===== src/sv/bta8_pkg.sv =====
// Types, constants and the shift-and-add-3 step for the decimal converter.
`default_nettype none

package bta8_pkg;

    localparam int VALUE_W         = 32;
    localparam int NUM_DIGITS      = 8;
    localparam int BCD_W           = NUM_DIGITS * 4;
    localparam int STEPS_PER_STAGE = 4;
    localparam int NUM_STAGES      = VALUE_W / STEPS_PER_STAGE;
    localparam int CHAR_W          = 6;
    localparam int OUT_W           = NUM_DIGITS * CHAR_W;

    // ASCII '0' is 6'b110000, so a digit 0..9 maps to these two high bits over its nibble
    localparam logic [1:0] ASCII_ZERO_HI = 2'b11;
    localparam logic [3:0] DABBLE_LIMIT  = 4'd5;
    localparam logic [3:0] DABBLE_ADD    = 4'd3;

    typedef struct packed {
        logic [VALUE_W-1:0] bin;  // binary bits still to shift in, next bit at the top
        logic [BCD_W-1:0]   bcd;  // eight BCD digits, units in the lowest nibble
    } dabble_t;

    // Run one pipeline stage's worth of double dabble steps
    function automatic dabble_t dabble_stage(input dabble_t cur);
        dabble_t res;
        res = cur;
        for (int s = 0; s < STEPS_PER_STAGE; s++)
        begin
            // correct every digit of five or more before the shift
            for (int d = 0; d < NUM_DIGITS; d++)
            begin
                if (res.bcd[d*4 +: 4] >= DABBLE_LIMIT)
                begin
                    res.bcd[d*4 +: 4] = res.bcd[d*4 +: 4] + DABBLE_ADD;
                end
            end
            // shift the next binary bit into the units digit; carries above the
            // ten-millions digit drop, which gives the value modulo 10^8
            res.bcd = {res.bcd[BCD_W-2:0], res.bin[VALUE_W-1]};
            res.bin = {res.bin[VALUE_W-2:0], 1'b0};
        end
        return res;
    endfunction

endpackage

`default_nettype wire


===== src/sv/binary_to_ascii_decimal8.sv =====
// Pipelined binary to eight-digit ASCII decimal converter (top level).
// Takes an unsigned 32-bit value on the slave stream and returns its lowest
// eight decimal digits as ASCII codes '0'..'9' on the master stream, leading
// zeros kept, so the result is the value modulo 100000000. Each transaction in
// gives exactly one transaction out, in order. The conversion is a double
// dabble cut into eight register stages of four shift-and-add-3 steps each:
// a new value is accepted every cycle when the output is not stalled. Each
// stage holds its own valid bit and takes new data whenever it is empty or the
// stage after it moves, so a stalled output only stops the stages that are full
// behind it.
`default_nettype none

module binary_to_ascii_decimal8
    import bta8_pkg::*;
(
    input  wire logic                clk,
    input  wire logic                rst_n,
    input  wire logic                s_tvalid,
    output      logic                s_tready,
    input  wire logic [VALUE_W-1:0]  s_tdata,   // [31:0] value
    output      logic                m_tvalid,
    input  wire logic                m_tready,
    output      logic [OUT_W-1:0]    m_tdata    // [5:0] digit_7, [11:6] digit_6,
                                                // [17:12] digit_5, [23:18] digit_4,
                                                // [29:24] digit_3, [35:30] digit_2,
                                                // [41:36] digit_1, [47:42] digit_0
);

    logic    valid_reg  [NUM_STAGES];
    logic    valid_next [NUM_STAGES];
    dabble_t stage_reg  [NUM_STAGES];
    dabble_t stage_next [NUM_STAGES];
    logic    stage_ready [NUM_STAGES+1];

    // Work out back-pressure from the output towards the input
    always_comb
    begin
        stage_ready[NUM_STAGES] = m_tready;
        for (int i = NUM_STAGES - 1; i >= 0; i--)
        begin
            stage_ready[i] = !valid_reg[i] || stage_ready[i+1];
        end
    end

    assign s_tready = stage_ready[0];

    // Compute each stage's next contents
    always_comb
    begin
        dabble_t first;
        first.bin = s_tdata;
        first.bcd = '0;
        valid_next[0] = valid_reg[0];
        stage_next[0] = stage_reg[0];
        if (stage_ready[0])
        begin
            valid_next[0] = s_tvalid;
            stage_next[0] = dabble_stage(first);
        end
        for (int i = 1; i < NUM_STAGES; i++)
        begin
            valid_next[i] = valid_reg[i];
            stage_next[i] = stage_reg[i];
            if (stage_ready[i])
            begin
                valid_next[i] = valid_reg[i-1];
                stage_next[i] = dabble_stage(stage_reg[i-1]);
            end
        end
    end

    // Hold the valid bits
    always_ff @(posedge clk or negedge rst_n)
    begin
        if (!rst_n)
        begin
            for (int i = 0; i < NUM_STAGES; i++)
            begin
                valid_reg[i] <= 1'b0;
            end
        end
        else
        begin
            for (int i = 0; i < NUM_STAGES; i++)
            begin
                valid_reg[i] <= valid_next[i];
            end
        end
    end

    // Hold the payload
    always_ff @(posedge clk)
    begin
        for (int i = 0; i < NUM_STAGES; i++)
        begin
            stage_reg[i] <= stage_next[i];
        end
    end

    // Turn the final BCD digits into ASCII, most significant digit first
    assign m_tvalid = valid_reg[NUM_STAGES-1];

    always_comb
    begin
        for (int d = 0; d < NUM_DIGITS; d++)
        begin
            m_tdata[d*CHAR_W +: CHAR_W] =
                {ASCII_ZERO_HI, stage_reg[NUM_STAGES-1].bcd[(NUM_DIGITS-1-d)*4 +: 4]};
        end
    end

    // The input only stalls when a finished result is waiting at the output
    assert property (@(posedge clk) disable iff (!rst_n)
        !s_tready |-> (m_tvalid && !m_tready))
        else $error("input stalled without a waiting result");

    // The lowest and highest digits leaving the block are decimal digits
    assert property (@(posedge clk) disable iff (!rst_n)
        m_tvalid |-> (stage_reg[NUM_STAGES-1].bcd[3:0] <= 4'd9
                      && stage_reg[NUM_STAGES-1].bcd[31:28] <= 4'd9))
        else $error("BCD digit out of range at output");

    // A value accepted into an empty first stage shows as valid there next cycle
    assert property (@(posedge clk) disable iff (!rst_n)
        (s_tvalid && s_tready) |=> valid_reg[0])
        else $error("accepted transaction lost in first stage");

endmodule

`default_nettype wire

===== config.mk =====
export PLATFORM = sky130hd
export DESIGN_NAME = binary_to_ascii_decimal8
export DESIGN_NICKNAME = d
export VERILOG_FILES = /design/src/sv/bta8_pkg.sv /design/src/sv/binary_to_ascii_decimal8.sv
export SDC_FILE = /design/constraint.sdc
export NUM_CORES = 1
export LEC_CHECK = 0
export ABC_AREA = 1
export BUFFER_PORTS_ARGS = -buffer_cell sky130_fd_sc_hd__buf_2
export CAP_MARGIN = 0
export CORE_MARGIN = 1.5
export CORE_UTILIZATION = 50
export DETAILED_ROUTE_END_ITERATION = 8
export PLACE_DENSITY = 0.76
export RECOVER_POWER = 25
export SETUP_SLACK_MARGIN = 0.02
export SYNTH_ARGS = -nofsm -noshare
export SYNTH_HDL_FRONTEND = slang
export SYNTH_SLANG_ARGS = --single-unit

===== constraint.sdc =====
create_clock -name clk -period 7.59 [get_ports clk]
set_clock_uncertainty 0.1 [all_clocks]
set_input_delay 0.3795 -clock clk [delete_from_list [all_inputs] [get_ports clk]]
set_output_delay 0.3795 -clock clk [all_outputs]
set_load 0.01 [all_outputs]

== After elaboration in Yosys (flattened, before gate mapping) ==
Memory sizes are Yosys's and may differ from the RTL's.
Cells that the tools add are included.
Widths: inputs -> output; s select.
Word-level totals
  register bits after elaboration: 8
  memory bits (writable): 512
  bits of input ports: 36
  memories: 1
Memory list
  stage_reg: words 8, bits a word 64, rd ports 8, clocked after Yosys merged registers in 0, wr ports 8, line binary_to_ascii_decimal8.sv:31  | dabble_t stage_reg [NUM_STAGES];
Cells by class
  add/subtract/negate cells: 225
  magnitude comparators: 225
  multiplexer cells: 401
  reductions and logical operators: 16
Operators by type and width (number)
  $mux 4: 344
  $ge 4x3->1 const B: 224
  $add 4x2->4 const B: 196
  $mux 64: 8
  $mux 3: 49
  $add 3x2->3 const B: 28
  $logic_not 1->1: 8
  $logic_or 1x1->1: 8
  $add 3x2->4 const B: 1
  $ge 3x3->1 const B: 1

== Depth between registers and ports, before layout ==
  depth in word-level cells: 18
  mapped depth: 28

== Worst setup path before layout ==
OpenSTA, ideal clock, no wires.
  path type: flip-flop to flip-flop
  start point: reg m_tvalid (netlist name)
  end point: mem stage_reg[0][0] (netlist bit) (enable)
  arrival time: 6.519 ns
  setup slack: 0.576 ns
  cell stages (with the launch flop): 16
  cell sequence: dfrtp_1 inv_1 nor2_1 inv_1 nor2_1 inv_1 nor2_1 inv_1 nor2_1 inv_1 nor2_1 inv_1 nor2_1 inv_1 nor2_1 nand2_1
RTL lines (line)
  to (decl): binary_to_ascii_decimal8.sv:31

==> impl_metrics.tcl <==
set metrics [dict create \
    place_inst 3844 \
    crit_required_ps 7110 \
    run_status "finished with violations" \
    ys_ff_latch 292 \
    route.met2.wl_mm 18.56 \
    setup.worst_path.start_class "flop" \
    synthCells 3193 \
    synth_top_area_frac 0.3644 \
    critical_path_class "flop to output port" \
    drt_wl_total_mm 37.10 \
    holdPathStages 2 \
    cp_max_fo 41 \
    start_util 0.5048 \
    hpwl_mm 28.47 \
    drt_iter0_drc 692 \
    rsz0062_at_grt "false" \
    h-tree-depth 2 \
    yosysSeqAreaShare 0.3730 \
    min_period_ps 4926 \
    cts_tree "done" \
    timing.final.crit_share 0.6491 \
    insertion_delay_ps 550 \
    synth_area_um2 23400 \
    path_clk_slew_ps 60 \
    top_layer_used "met4" \
    antenna_found_initial 0 \
    dr.pass1.iters 5 \
    die_area_um2 48110 \
    async_flop_share 0.02740 \
    hold_viol_final 0 \
    cts_root_buf "clkbuf_16" \
    cap_violations 1 \
    grt_pass1_vias 16690 \
    port_buffers 69 \
    cts_sinks 292 \
    max_freq_mhz 203.0 \
    worst_pin_slew_ps 1687 \
    synth_commonest_cells "1127 x nand2_1, 567 x inv_1, 317 x nand3_1" \
    drc 0 \
    track_usage 0.1570 \
    largest_register_ffs 284 \
    slew_headroom -0.1247 \
    cts_max_path_buffers 3 \
    synth_area_leader_cell "edfxtp_1" \
    cp_top_family "buffers and inverters" \
    synth_most_common_cell "nand2_1" \
    viasPerCell 4.803 \
    synth_enable_flop_cells 284 \
    ff2ff_path_depth 20 \
    grt_overflow 0 \
    arrival_ps 4450 \
    r2r_slack_ps 3460 \
    slowest_delay_ps 420 \
    nets 3471 \
    wl_met1_mm 16.72 \
    drive_gt1_frac 0.1178 \
    synth_ff_type "edfxtp_1" \
    grt_pass1_wl_mm 65.47 \
    setup_viol 0 \
    slew_violations 34 \
    num_io_pins 86 \
    netlist_top_cells_area "edfxtp_1 36%, nand2_1 18%, inv_1 9.1%" \
    final_core_util 0.5536 \
    grt_max_degree 42 \
    fin_setup_tns_ps 0 \
    gp_congestion 0.8048 \
    final_cells 3935 \
    ys_types 46 \
    ant_nets 0 \
    crit_path_cell_trace "inv_1 -> nor2_1 -> inv_1 -> nor2_1 -> inv_1 -> buf_4 -> nor2_1 -> inv_1 -> buf_4 -> nor2_1 -> inv_1 -> buf_4 -> nor2_1 -> inv_1 -> nor2_1 -> inv_1 -> buf_4 -> nor2_1 -> nand2_1 -> buf_4 -> buf_2" \
    cts_buffers 34 \
    cp.depth 21 \
    avgSynthCellArea_um2 7.329 \
    syn2layout_area_growth_pct 9.666 \
    postCtsSetupRepairBufs 0 \
    met3_length_um 973 \
    cpMaxStageDelayCell "buf_4" \
    cp-end-kind "output port" \
    die_h_um 219.3 \
    fillers 4153 \
    wire_per_inst_um 9.427 \
    diodes 0 \
    hp-class "primary input to flop" \
    die_x_um 219.3 \
    failed_checks "max-capacitance violations, max-slew violations" \
    yosys_warnings 0 \
    hold_slack_ps 43.71 \
    core_um2 46360 \
    crit_buf_inv 13 \
    num_vias 18900 \
    fp-row-count 79 \
]
-- path summary, 6_finish.rpt --
kind	endpoint	start
max in group asynchronous	valid_reg[1]	rst_n
setup reg to reg	stage_reg[0][61]	m_tvalid
hold / removal	stage_reg[0][3]	s_tdata[31]
hold reg to reg	stage_reg[1][126]	stage_reg[1][58]
min in group asynchronous	valid_reg[4]	rst_n
setup / recovery	s_tready	m_tvalid
-- repair_timing --
item | 4_1_cts | 5_1_grt
gates resized for setup | 0 | 0
hold buffers | 31 | 0
hold endpoints to repair | 38 | 0
-- logic make-up (layout without fill, tap and decap cells) --
| family | after synthesis | count (layout) | synth area share |
|---|---|---|---|
| and+or+nand+nor | 1827 | 1827 | 0.3559 |
| adders and majority gates | 131 | 131 | 0.07004 |
| DFF | 292 | 292 | 0.3730 |
| xor gates and xnor gates | 74 | 74 | 0.03122 |
| other | 1 | 16 | 0.0001602 |
| buffers and inverters | 632 | 752 | 0.1091 |
| AOI/OAI and AO/OA | 236 | 236 | 0.06063 |
-- area by class of cell --
class	instances	area [um2]	area share
clock buffer	36	868.3	0.03383
clock inverter	24	231.5	0.009019
inverter	584	2192	0.08541
multi-input combinational	2284	12180	0.4745
sequential	292	8728	0.3401
tap	607	759.5	0.02959
timing repair buffer	108	706.9	0.02754
-- through the flow --
step / setup slack, ps / instance area (um2)
finish: 2664 / 25660
global route: 2156 / 25660
CTS: 2540 / 25670
detailed placement: 3091 / 24260
global placement: 3169 / 24260
floorplan: 576.3 / 23460
-- placed cells by master (no fill, tap or decap), types with 5 or more instances in the layout --
cell type / Yosys / layout
inv_1: 567 / 567
o21ai_2: 23 / 23
xnor2_1: 8 / 8
dlygate4sd3_1: 0 / 31
o21bai_1: 5 / 5
nand2_1: 1127 / 1127
or2_2: 6 / 6
edfxtp_1: 284 / 284
clkinv_4: 0 / 6
nand3_1: 317 / 317
a21o_1: 18 / 18
o21a_1: 10 / 10
conb_1: 1 / 16
inv_2: 17 / 17
nand4_1: 78 / 78
and2_1: 10 / 10
o21ai_0: 65 / 65
nand3_2: 67 / 67
dfrtp_1: 8 / 8
o21ai_1: 61 / 61
buf_2: 0 / 64
a21oi_1: 31 / 31
xor2_2: 7 / 7
buf_4: 48 / 7
xor2_1: 55 / 55
ha_1: 131 / 131
inv_6: 0 / 6
clkbuf_16: 0 / 34
nand2_2: 122 / 122
nand3b_1: 10 / 10
nor2_1: 74 / 74
clkbuf_1: 0 / 6
-- routing by layer --
metal,vias up,GRT usage
li1,10460,-
met1,8244,0.1741
met2,141,0.3013
met3,58,0.02744
met4,0,0.04772
met5,-,0
Power is not shown: default switching activity piles up to over one toggle a cycle in this logic, so the estimate is an artifact.
